`config.mk`:
```
export PLATFORM = sky130hd
export DESIGN_NAME = prime_sieve_engine_unit
export DESIGN_NICKNAME = d
export VERILOG_FILES = /design/src/rtl/core/psieve_pkg.sv /design/src/rtl/core/prime_sieve_engine_unit.sv /design/src/rtl/core/psieve_ctrl.sv /design/src/rtl/core/psieve_dp.sv
export SDC_FILE = /design/constraint.sdc
export NUM_CORES = 2
export LEC_CHECK = 0
export BUFFER_PORTS_ARGS = -buffer_cell sky130_fd_sc_hd__buf_2
export CORE_ASPECT_RATIO = 0.5
export CORE_UTILIZATION = 42
export DETAILED_ROUTE_END_ITERATION = 8
export PLACE_DENSITY = 0.57
export SYNTH_ARGS = -nofsm -noshare
export SYNTH_HDL_FRONTEND = slang
export SYNTH_SLANG_ARGS = --single-unit
```
`constraint.sdc`:
```
create_clock -name clock -period 14.85 [get_ports clock]
set_input_delay 0.7425 -clock clock [delete_from_list [all_inputs] [get_ports clock]]
set_output_delay 0.7425 -clock clock [all_outputs]
set_load 0.1 [all_outputs]
```
`src/rtl/core/psieve_pkg.sv`:
```
`timescale 1ns / 1ps
package psieve_pkg;

   localparam int LIMIT_SIZE  = 1024;
   localparam int PRIME_SLOTS = 256;

   localparam int LIMIT_W = $clog2(LIMIT_SIZE);
   localparam int WALK_W  = LIMIT_W + 1;
   localparam int SLOT_W  = $clog2(PRIME_SLOTS);
   localparam int CNT_W   = SLOT_W + 1;

   localparam logic OP_SIEVE = 1'b0;
   localparam logic OP_READ  = 1'b1;

   typedef enum logic [2:0] {
      ST_IDLE,
      ST_CLEAR,
      ST_SCAN_RD,
      ST_SCAN_CHK,
      ST_MARK,
      ST_READ,
      ST_DONE
   } psieve_state_type;

   typedef struct packed {
      logic load;
      logic clr_step;
      logic scan_read;
      logic append;
      logic mark_step;
      logic p_next;
      logic list_read;
   } psieve_cmd_type;

   typedef struct packed {
      logic clr_last;
      logic p_over;
      logic is_comp;
      logic m_over;
   } psieve_sts_type;

endpackage

```
`src/rtl/core/prime_sieve_engine_unit.sv`:
```
`timescale 1ns / 1ps
// Sieve of Eratosthenes engine. Raise start while busy is low to hand in one item: a sieve
// run up to req_limit (operation 0) or a read of the prime at req_index (operation 1).
// Exactly one result follows each item, shown for a single cycle with rsp_strobe high;
// the receiver cannot stall it, so it must take the result in that cycle. busy stays high
// until the cycle after the strobe. A read goes through ST_READ to ST_DONE, where the strobe
// is raised. A sieve run with limit n clears the bitmap, then checks each number from 2 up to
// n, and for each prime found marks its multiples, all through the single-port bitmap memory.
// Only the first 256 primes are kept and counted.
module prime_sieve_engine_unit (
   input  logic                               clock,
   input  logic                               reset,
   input  logic                               start,
   output logic                               busy,
   input  logic                               req_operation,
   input  logic [psieve_pkg::LIMIT_W-1:0]     req_limit,
   input  logic [psieve_pkg::SLOT_W-1:0]      req_index,
   output logic                               rsp_strobe,
   output logic [psieve_pkg::CNT_W-1:0]       rsp_prime_count,
   output logic [psieve_pkg::LIMIT_W-1:0]     rsp_prime_value,
   output logic                               rsp_valid_res
);
   import psieve_pkg::*;

   psieve_cmd_type cmd;
   psieve_sts_type sts;

   psieve_ctrl u_ctrl (
      .clock  (clock),
      .reset  (reset),
      .start  (start),
      .req_op (req_operation),
      .sts    (sts),
      .cmd    (cmd),
      .busy   (busy),
      .done   (rsp_strobe)
   );

   psieve_dp u_dp (
      .clock       (clock),
      .reset       (reset),
      .cmd         (cmd),
      .req_op      (req_operation),
      .req_limit   (req_limit),
      .req_index   (req_index),
      .sts         (sts),
      .prime_count (rsp_prime_count),
      .prime_value (rsp_prime_value),
      .valid_res   (rsp_valid_res)
   );

endmodule

```
`src/rtl/core/psieve_ctrl.sv`:
```
`timescale 1ns / 1ps
module psieve_ctrl (
   input  logic                      clock,
   input  logic                      reset,
   input  logic                      start,
   input  logic                      req_op,
   input  psieve_pkg::psieve_sts_type sts,
   output psieve_pkg::psieve_cmd_type cmd,
   output logic                      busy,
   output logic                      done
);
   import psieve_pkg::*;

   psieve_state_type state_ff;
   psieve_state_type state_in;

   always_ff @(posedge clock) begin
      if (reset) begin
         state_ff <= ST_IDLE;
      end else begin
         state_ff <= state_in;
      end
   end

   always_comb begin
      state_in = state_ff;
      case (state_ff)
         ST_IDLE: begin
            if (start) begin
               state_in = (req_op == OP_READ) ? ST_READ : ST_CLEAR;
            end
         end
         ST_CLEAR: begin
            if (sts.clr_last) begin
               state_in = ST_SCAN_RD;
            end
         end
         ST_SCAN_RD: begin
            state_in = sts.p_over ? ST_DONE : ST_SCAN_CHK;
         end
         ST_SCAN_CHK: begin
            state_in = sts.is_comp ? ST_SCAN_RD : ST_MARK;
         end
         ST_MARK: begin
            if (sts.m_over) begin
               state_in = ST_SCAN_RD;
            end
         end
         ST_READ: begin
            state_in = ST_DONE;
         end
         ST_DONE: begin
            state_in = ST_IDLE;
         end
         default: begin
            state_in = ST_IDLE;
         end
      endcase
   end

   always_comb begin
      cmd  = '0;
      busy = 1'b1;
      done = 1'b0;
      case (state_ff)
         ST_IDLE: begin
            busy     = 1'b0;
            cmd.load = start;
         end
         ST_CLEAR: begin
            cmd.clr_step = 1'b1;
         end
         ST_SCAN_RD: begin
            cmd.scan_read = !sts.p_over;
         end
         ST_SCAN_CHK: begin
            cmd.append = !sts.is_comp;
            cmd.p_next = sts.is_comp;
         end
         ST_MARK: begin
            cmd.mark_step = !sts.m_over;
            cmd.p_next    = sts.m_over;
         end
         ST_READ: begin
            cmd.list_read = 1'b1;
         end
         ST_DONE: begin
            done = 1'b1;
         end
         default: begin
            busy = 1'b1;
         end
      endcase
   end

endmodule

```
`src/rtl/core/psieve_dp.sv`:
```
`timescale 1ns / 1ps
module psieve_dp (
   input  logic                                clock,
   input  logic                                reset,
   input  psieve_pkg::psieve_cmd_type          cmd,
   input  logic                                req_op,
   input  logic [psieve_pkg::LIMIT_W-1:0]      req_limit,
   input  logic [psieve_pkg::SLOT_W-1:0]       req_index,
   output psieve_pkg::psieve_sts_type          sts,
   output logic [psieve_pkg::CNT_W-1:0]        prime_count,
   output logic [psieve_pkg::LIMIT_W-1:0]      prime_value,
   output logic                                valid_res
);
   import psieve_pkg::*;

   logic                op_ff;
   logic [LIMIT_W-1:0]  n_ff;
   logic [SLOT_W-1:0]   idx_ff;
   logic [WALK_W-1:0]   p_ff;
   logic [WALK_W-1:0]   m_ff;
   logic [CNT_W-1:0]    count_ff;
   logic                comp_ff;
   logic [LIMIT_W-1:0]  list_q_ff;

   logic                map_mem [LIMIT_SIZE];
   logic [LIMIT_W-1:0]  list_mem [PRIME_SLOTS];

   logic                map_we;
   logic                map_wd;
   logic [LIMIT_W-1:0]  map_addr;
   logic                list_we;
   logic                read_ok;

   assign map_we   = cmd.clr_step | cmd.mark_step;
   assign map_wd   = cmd.mark_step;
   assign map_addr = cmd.scan_read ? p_ff[LIMIT_W-1:0] : m_ff[LIMIT_W-1:0];
   assign list_we  = cmd.append && (count_ff < CNT_W'(PRIME_SLOTS));

   always_ff @(posedge clock) begin
      if (map_we) begin
         map_mem[map_addr] <= map_wd;
      end
      if (cmd.scan_read) begin
         comp_ff <= map_mem[map_addr];
      end
   end

   always_ff @(posedge clock) begin
      if (list_we) begin
         list_mem[count_ff[SLOT_W-1:0]] <= p_ff[LIMIT_W-1:0];
      end
      if (cmd.list_read) begin
         list_q_ff <= list_mem[idx_ff];
      end
   end

   always_ff @(posedge clock) begin
      if (reset) begin
         count_ff <= '0;
      end else if (cmd.load && req_op == OP_SIEVE) begin
         count_ff <= '0;
      end else if (list_we) begin
         count_ff <= count_ff + CNT_W'(1);
      end
   end

   always_ff @(posedge clock) begin
      if (cmd.load) begin
         op_ff  <= req_op;
         n_ff   <= req_limit;
         idx_ff <= req_index;
         p_ff   <= WALK_W'(2);
         m_ff   <= '0;
      end else begin
         if (cmd.clr_step) begin
            m_ff <= m_ff + WALK_W'(1);
         end
         if (cmd.append) begin
            m_ff <= p_ff + p_ff;
         end
         if (cmd.mark_step) begin
            m_ff <= m_ff + p_ff;
         end
         if (cmd.p_next) begin
            p_ff <= p_ff + WALK_W'(1);
         end
      end
   end

   always_comb begin
      sts.clr_last = (m_ff == {1'b0, n_ff});
      sts.p_over   = (p_ff > {1'b0, n_ff});
      sts.is_comp  = comp_ff;
      sts.m_over   = (m_ff > {1'b0, n_ff});
   end

   assign read_ok     = ({1'b0, idx_ff} < count_ff);
   assign prime_count = count_ff;

   always_comb begin
      if (op_ff == OP_SIEVE) begin
         prime_value = '0;
         valid_res   = 1'b1;
      end else if (read_ok) begin
         prime_value = list_q_ff;
         valid_res   = 1'b1;
      end else begin
         prime_value = '0;
         valid_res   = 1'b0;
      end
   end

endmodule

```
==> results.json <==
{
  "io_pins": 44,
  "tns_ns": 0,
  "routabilityCongestion": 0.779,
  "clockBufferDepth": 4,
  "die_h_um": 420,
  "antenna_left": 0,
  "synth_edf_count": 3614,
  "final_util_pct": 47.2,
  "ys_warn_count": 0,
  "path_max_fanout": 118,
  "min_to": "u_dp.n_ff[8]",
  "clock_sinks": 3648,
  "setup_viol": 0,
  "synth_seq_cells": 3648,
  "ctsResizeCount": 0,
  "ctsHoldBuffers": 17,
  "timing.rr.end": "u_dp.comp_ff",
  "start_util_pct": 42.4,
  "avgSynthCellArea_um2": 18.7,
  "dp.cells": 12100,
  "whs_ns": 0.0940,
  "max_slew_margin_pct": 8.12,
  "rows": 152,
  "area_growth_pct": 11.2,
  "grt_pass1_wl_um": 550000,
  "critPathTopFamily": "buffers and inverters",
  "post_cts_buffers": 0,
  "root_buffer": "clkbuf_16",
  "dp_hpwl_um": 212000,
  "synth_nets": 7909,
  "clkSlewWorstSetupHoldPaths_ns": 0.07,
  "endpoint_kind": "flip-flop",
  "vias": 74600,
  "crit_slowest_cell": "dfxtp_4",
  "track_usage_pct": 21.7,
  "hold_path_class": "primary input to flip-flop",
  "ys_seq_area_share_pct": 74.6,
  "grt_pass1_vias": 73500,
  "drcViolationCount": 0,
  "wl_per_cell_um": 30.5,
  "whs_path_depth": 1,
  "maxCapViolCount": 0,
  "netlist_area_um2": 146000,
  "worstMarginPinSlew_ns": 1.38,
  "reg2regPathDepth": 18,
  "p_per_area_nw_per_um2": 157,
  "finClkSkew_ns": 0.0589,
  "cp.arrival_ns": 8.57,
  "max_stage_delay_ns": 0.83,
  "dieArea_um2": 351000,
  "dr.first_iter.drc_count": 9053,
  "grt_max_degree": 259,
  "rsz0062_at_grt": "no",
  "fmax_mhz": 126,
  "n_fill_cell": 28900,
  "async_flop_share_pct": 0,
  "drv_slew": 0,
  "vdd_drop_max_mv": 0.153,
  "drt_wl_total_um": 388000,
  "crit_type": "flip-flop to flip-flop",
  "cp_num_buf_inv": 5,
  "syn_inst": 7843,
  "r2r_slack_ns": 6.89,
  "cp_cell_sequence": "ha_1 > a21o_1 > a211o_1 > nor3_2 > o31ai_4 > buf_4 > inv_2 > buf_4 > mux2i_4 > buf_12 > buf_12 > mux2i_1 > o22ai_1 > nor4_1 > a21oi_1 > o41ai_1 > nand4_1 > or3_1",
  "dr.pass1.iters": 5,
  "grt_antenna_before_repair": 11,
  "layout-drive-gt1-share_pct": 20.0,
  "coreArea_um2": 345000,
  "status": "finished clean",
  "globalRouteOverflowTotal": 0,
  "worstHoldStart": "req_limit[8]",
  "power_leakage_nw": 51.6,
  "period_needed_ns": 7.96,
  "htree_levels": 5,
  "clk-insertion-delay-late_ns": 0.89,
  "start_kind": "flip-flop",
  "cts_tree": "yes",
  "final_nets": 7905,
  "fp.dieW_um": 837,
  "cp.required_ns": 15.46,
  "yosysUniqueCellTypes": 57,
  "final_cells": 12700,
  "rr_startpoint": "u_dp.p_ff[8]",
  "cts_buffers": 336,
  "hold_viol": 0,
  "port_buffers": 43,
  "viasPerCell": 5.86,
  "synth-main-ff-cell": "edfxtp_1",
  "post-route-period-util_pct": 53.6
}
==> cell families (layout without fill, tap and decap cells) <==
family	after synthesis	in the layout	share of synthesized area, %
other	0	2	0
flip-flops	3648	3648	74.6
XOR/XNOR	28	28	0.167
AND/OR/NAND/NOR	1699	1699	4.69
buffers and inverters	629	879	1.71
AO/OA/AOI/OAI	425	425	1.84
multiplexers	1370	1370	16.6
adder cells (fa/ha/maj)	44	44	0.381
==> per-layer routing <==
| metal | vias up | global-route usage, % | share of wire, % |
|---|---|---|---|
| met5 | - | 0 | 0.0028 |
| met4 | 2 | 5.27 | 2.5 |
| met3 | 551 | 3.23 | 6.8 |
| met2 | 2585 | 33.9 | 46 |
| met1 | 40200 | 32.4 | 44 |
| li1 | 31200 | - | - |
==> worst max-delay path by stage <==
stage,end,cells past startpoint,slack [ns],from
finish,u_dp.comp_ff,18,6.89,u_dp.p_ff[8]
global route,u_dp.comp_ff,18,6.56,u_dp.p_ff[8]
CTS,u_dp.comp_ff,18,6.99,u_dp.p_ff[8]
detailed placement,u_dp.comp_ff,18,7.04,u_dp.p_ff[8]
global placement,u_dp.comp_ff,18,7.11,u_dp.p_ff[8]
floorplan,u_dp.m_ff[10],16,3.57,u_dp.m_ff[0]
==> through the flow <==
step	setup slack (ns)	power (mW)	instance area (µm²)
final	6.89	25.5	163000
after global routing	6.56	26.3	163000
after global placement	7.11	17.2	152000
after CTS	6.99	25.7	163000
after floorplan	3.57	15.5	146000
after detailed placement	7.04	17.3	152000
==> power by group <==
group	switching [mW]	internal, mW	total, mW
clock	3.84	4.66	8.50
sequential	0.117	11.7	11.8
combinational	3.36	1.90	5.26
==> layout by cell type (no fill, tap or decap), types with 65 or more instances in the layout <==
cell       instances
nor4_1            67
buf_4            160
o22ai_1          259
clkbuf_1          65
mux4_2           850
nor2_1          1318
clkinv_1          79
clkbuf_16        343
nand2_1           92
mux2i_1          519
edfxtp_1        3614
nor3_1            83
==> sequential cells by signal, summed over array words and instances, names as in the netlist <==
signal / count
u_dp.list_mem: 2560
u_dp.map_mem: 1024
u_dp.m_ff: 11
u_dp.p_ff: 11
u_dp.list_q_ff: 10
u_dp.n_ff: 10
u_dp.prime_count: 9
u_dp.idx_ff: 8
u_ctrl.state_ff: 3
u_dp.comp_ff: 1
u_dp.op_ff: 1
==> cells in the mapped netlist, types with 8 or more instances <==
cell	n	share of area [%]
edfxtp_1	3614	74
nor2_1	1318	3.4
mux4_2	850	13
mux2i_1	520	3.6
clkbuf_1	435	1.1
o22ai_1	259	1.1
nand2_1	136	0.35
nor3_1	88	0.30
buf_1	70	0.18
nor4_1	67	0.29
a21oi_1	63	0.22
buf_2	62	0.21
inv_1	49	0.13
ha_1	43	0.37
dfxtp_1	34	0.46
nand3_1	27	0.092
o21ai_0	22	0.075
xnor2_1	22	0.13
a31oi_1	16	0.068
nand4_1	11	0.047
o41ai_1	10	0.060
or2_2	10	0.043
nand2b_1	8	0.034
o21a_1	8	0.041
==> area by class of cell <==
class,count,area (µm²),share of cell area (%)
Antenna cell,2,5.00,0.00307
Inverter,51,195,0.120
Sequential cell,3648,109000,67.1
Timing Repair Buffer,236,1910,1.17
Clock buffer,410,8850,5.44
Tap cell,4620,5780,3.55
Multi-Input combinational cell,3566,35200,21.7
Clock inverter,182,1540,0.948
(Power assumes the default switching activity.)
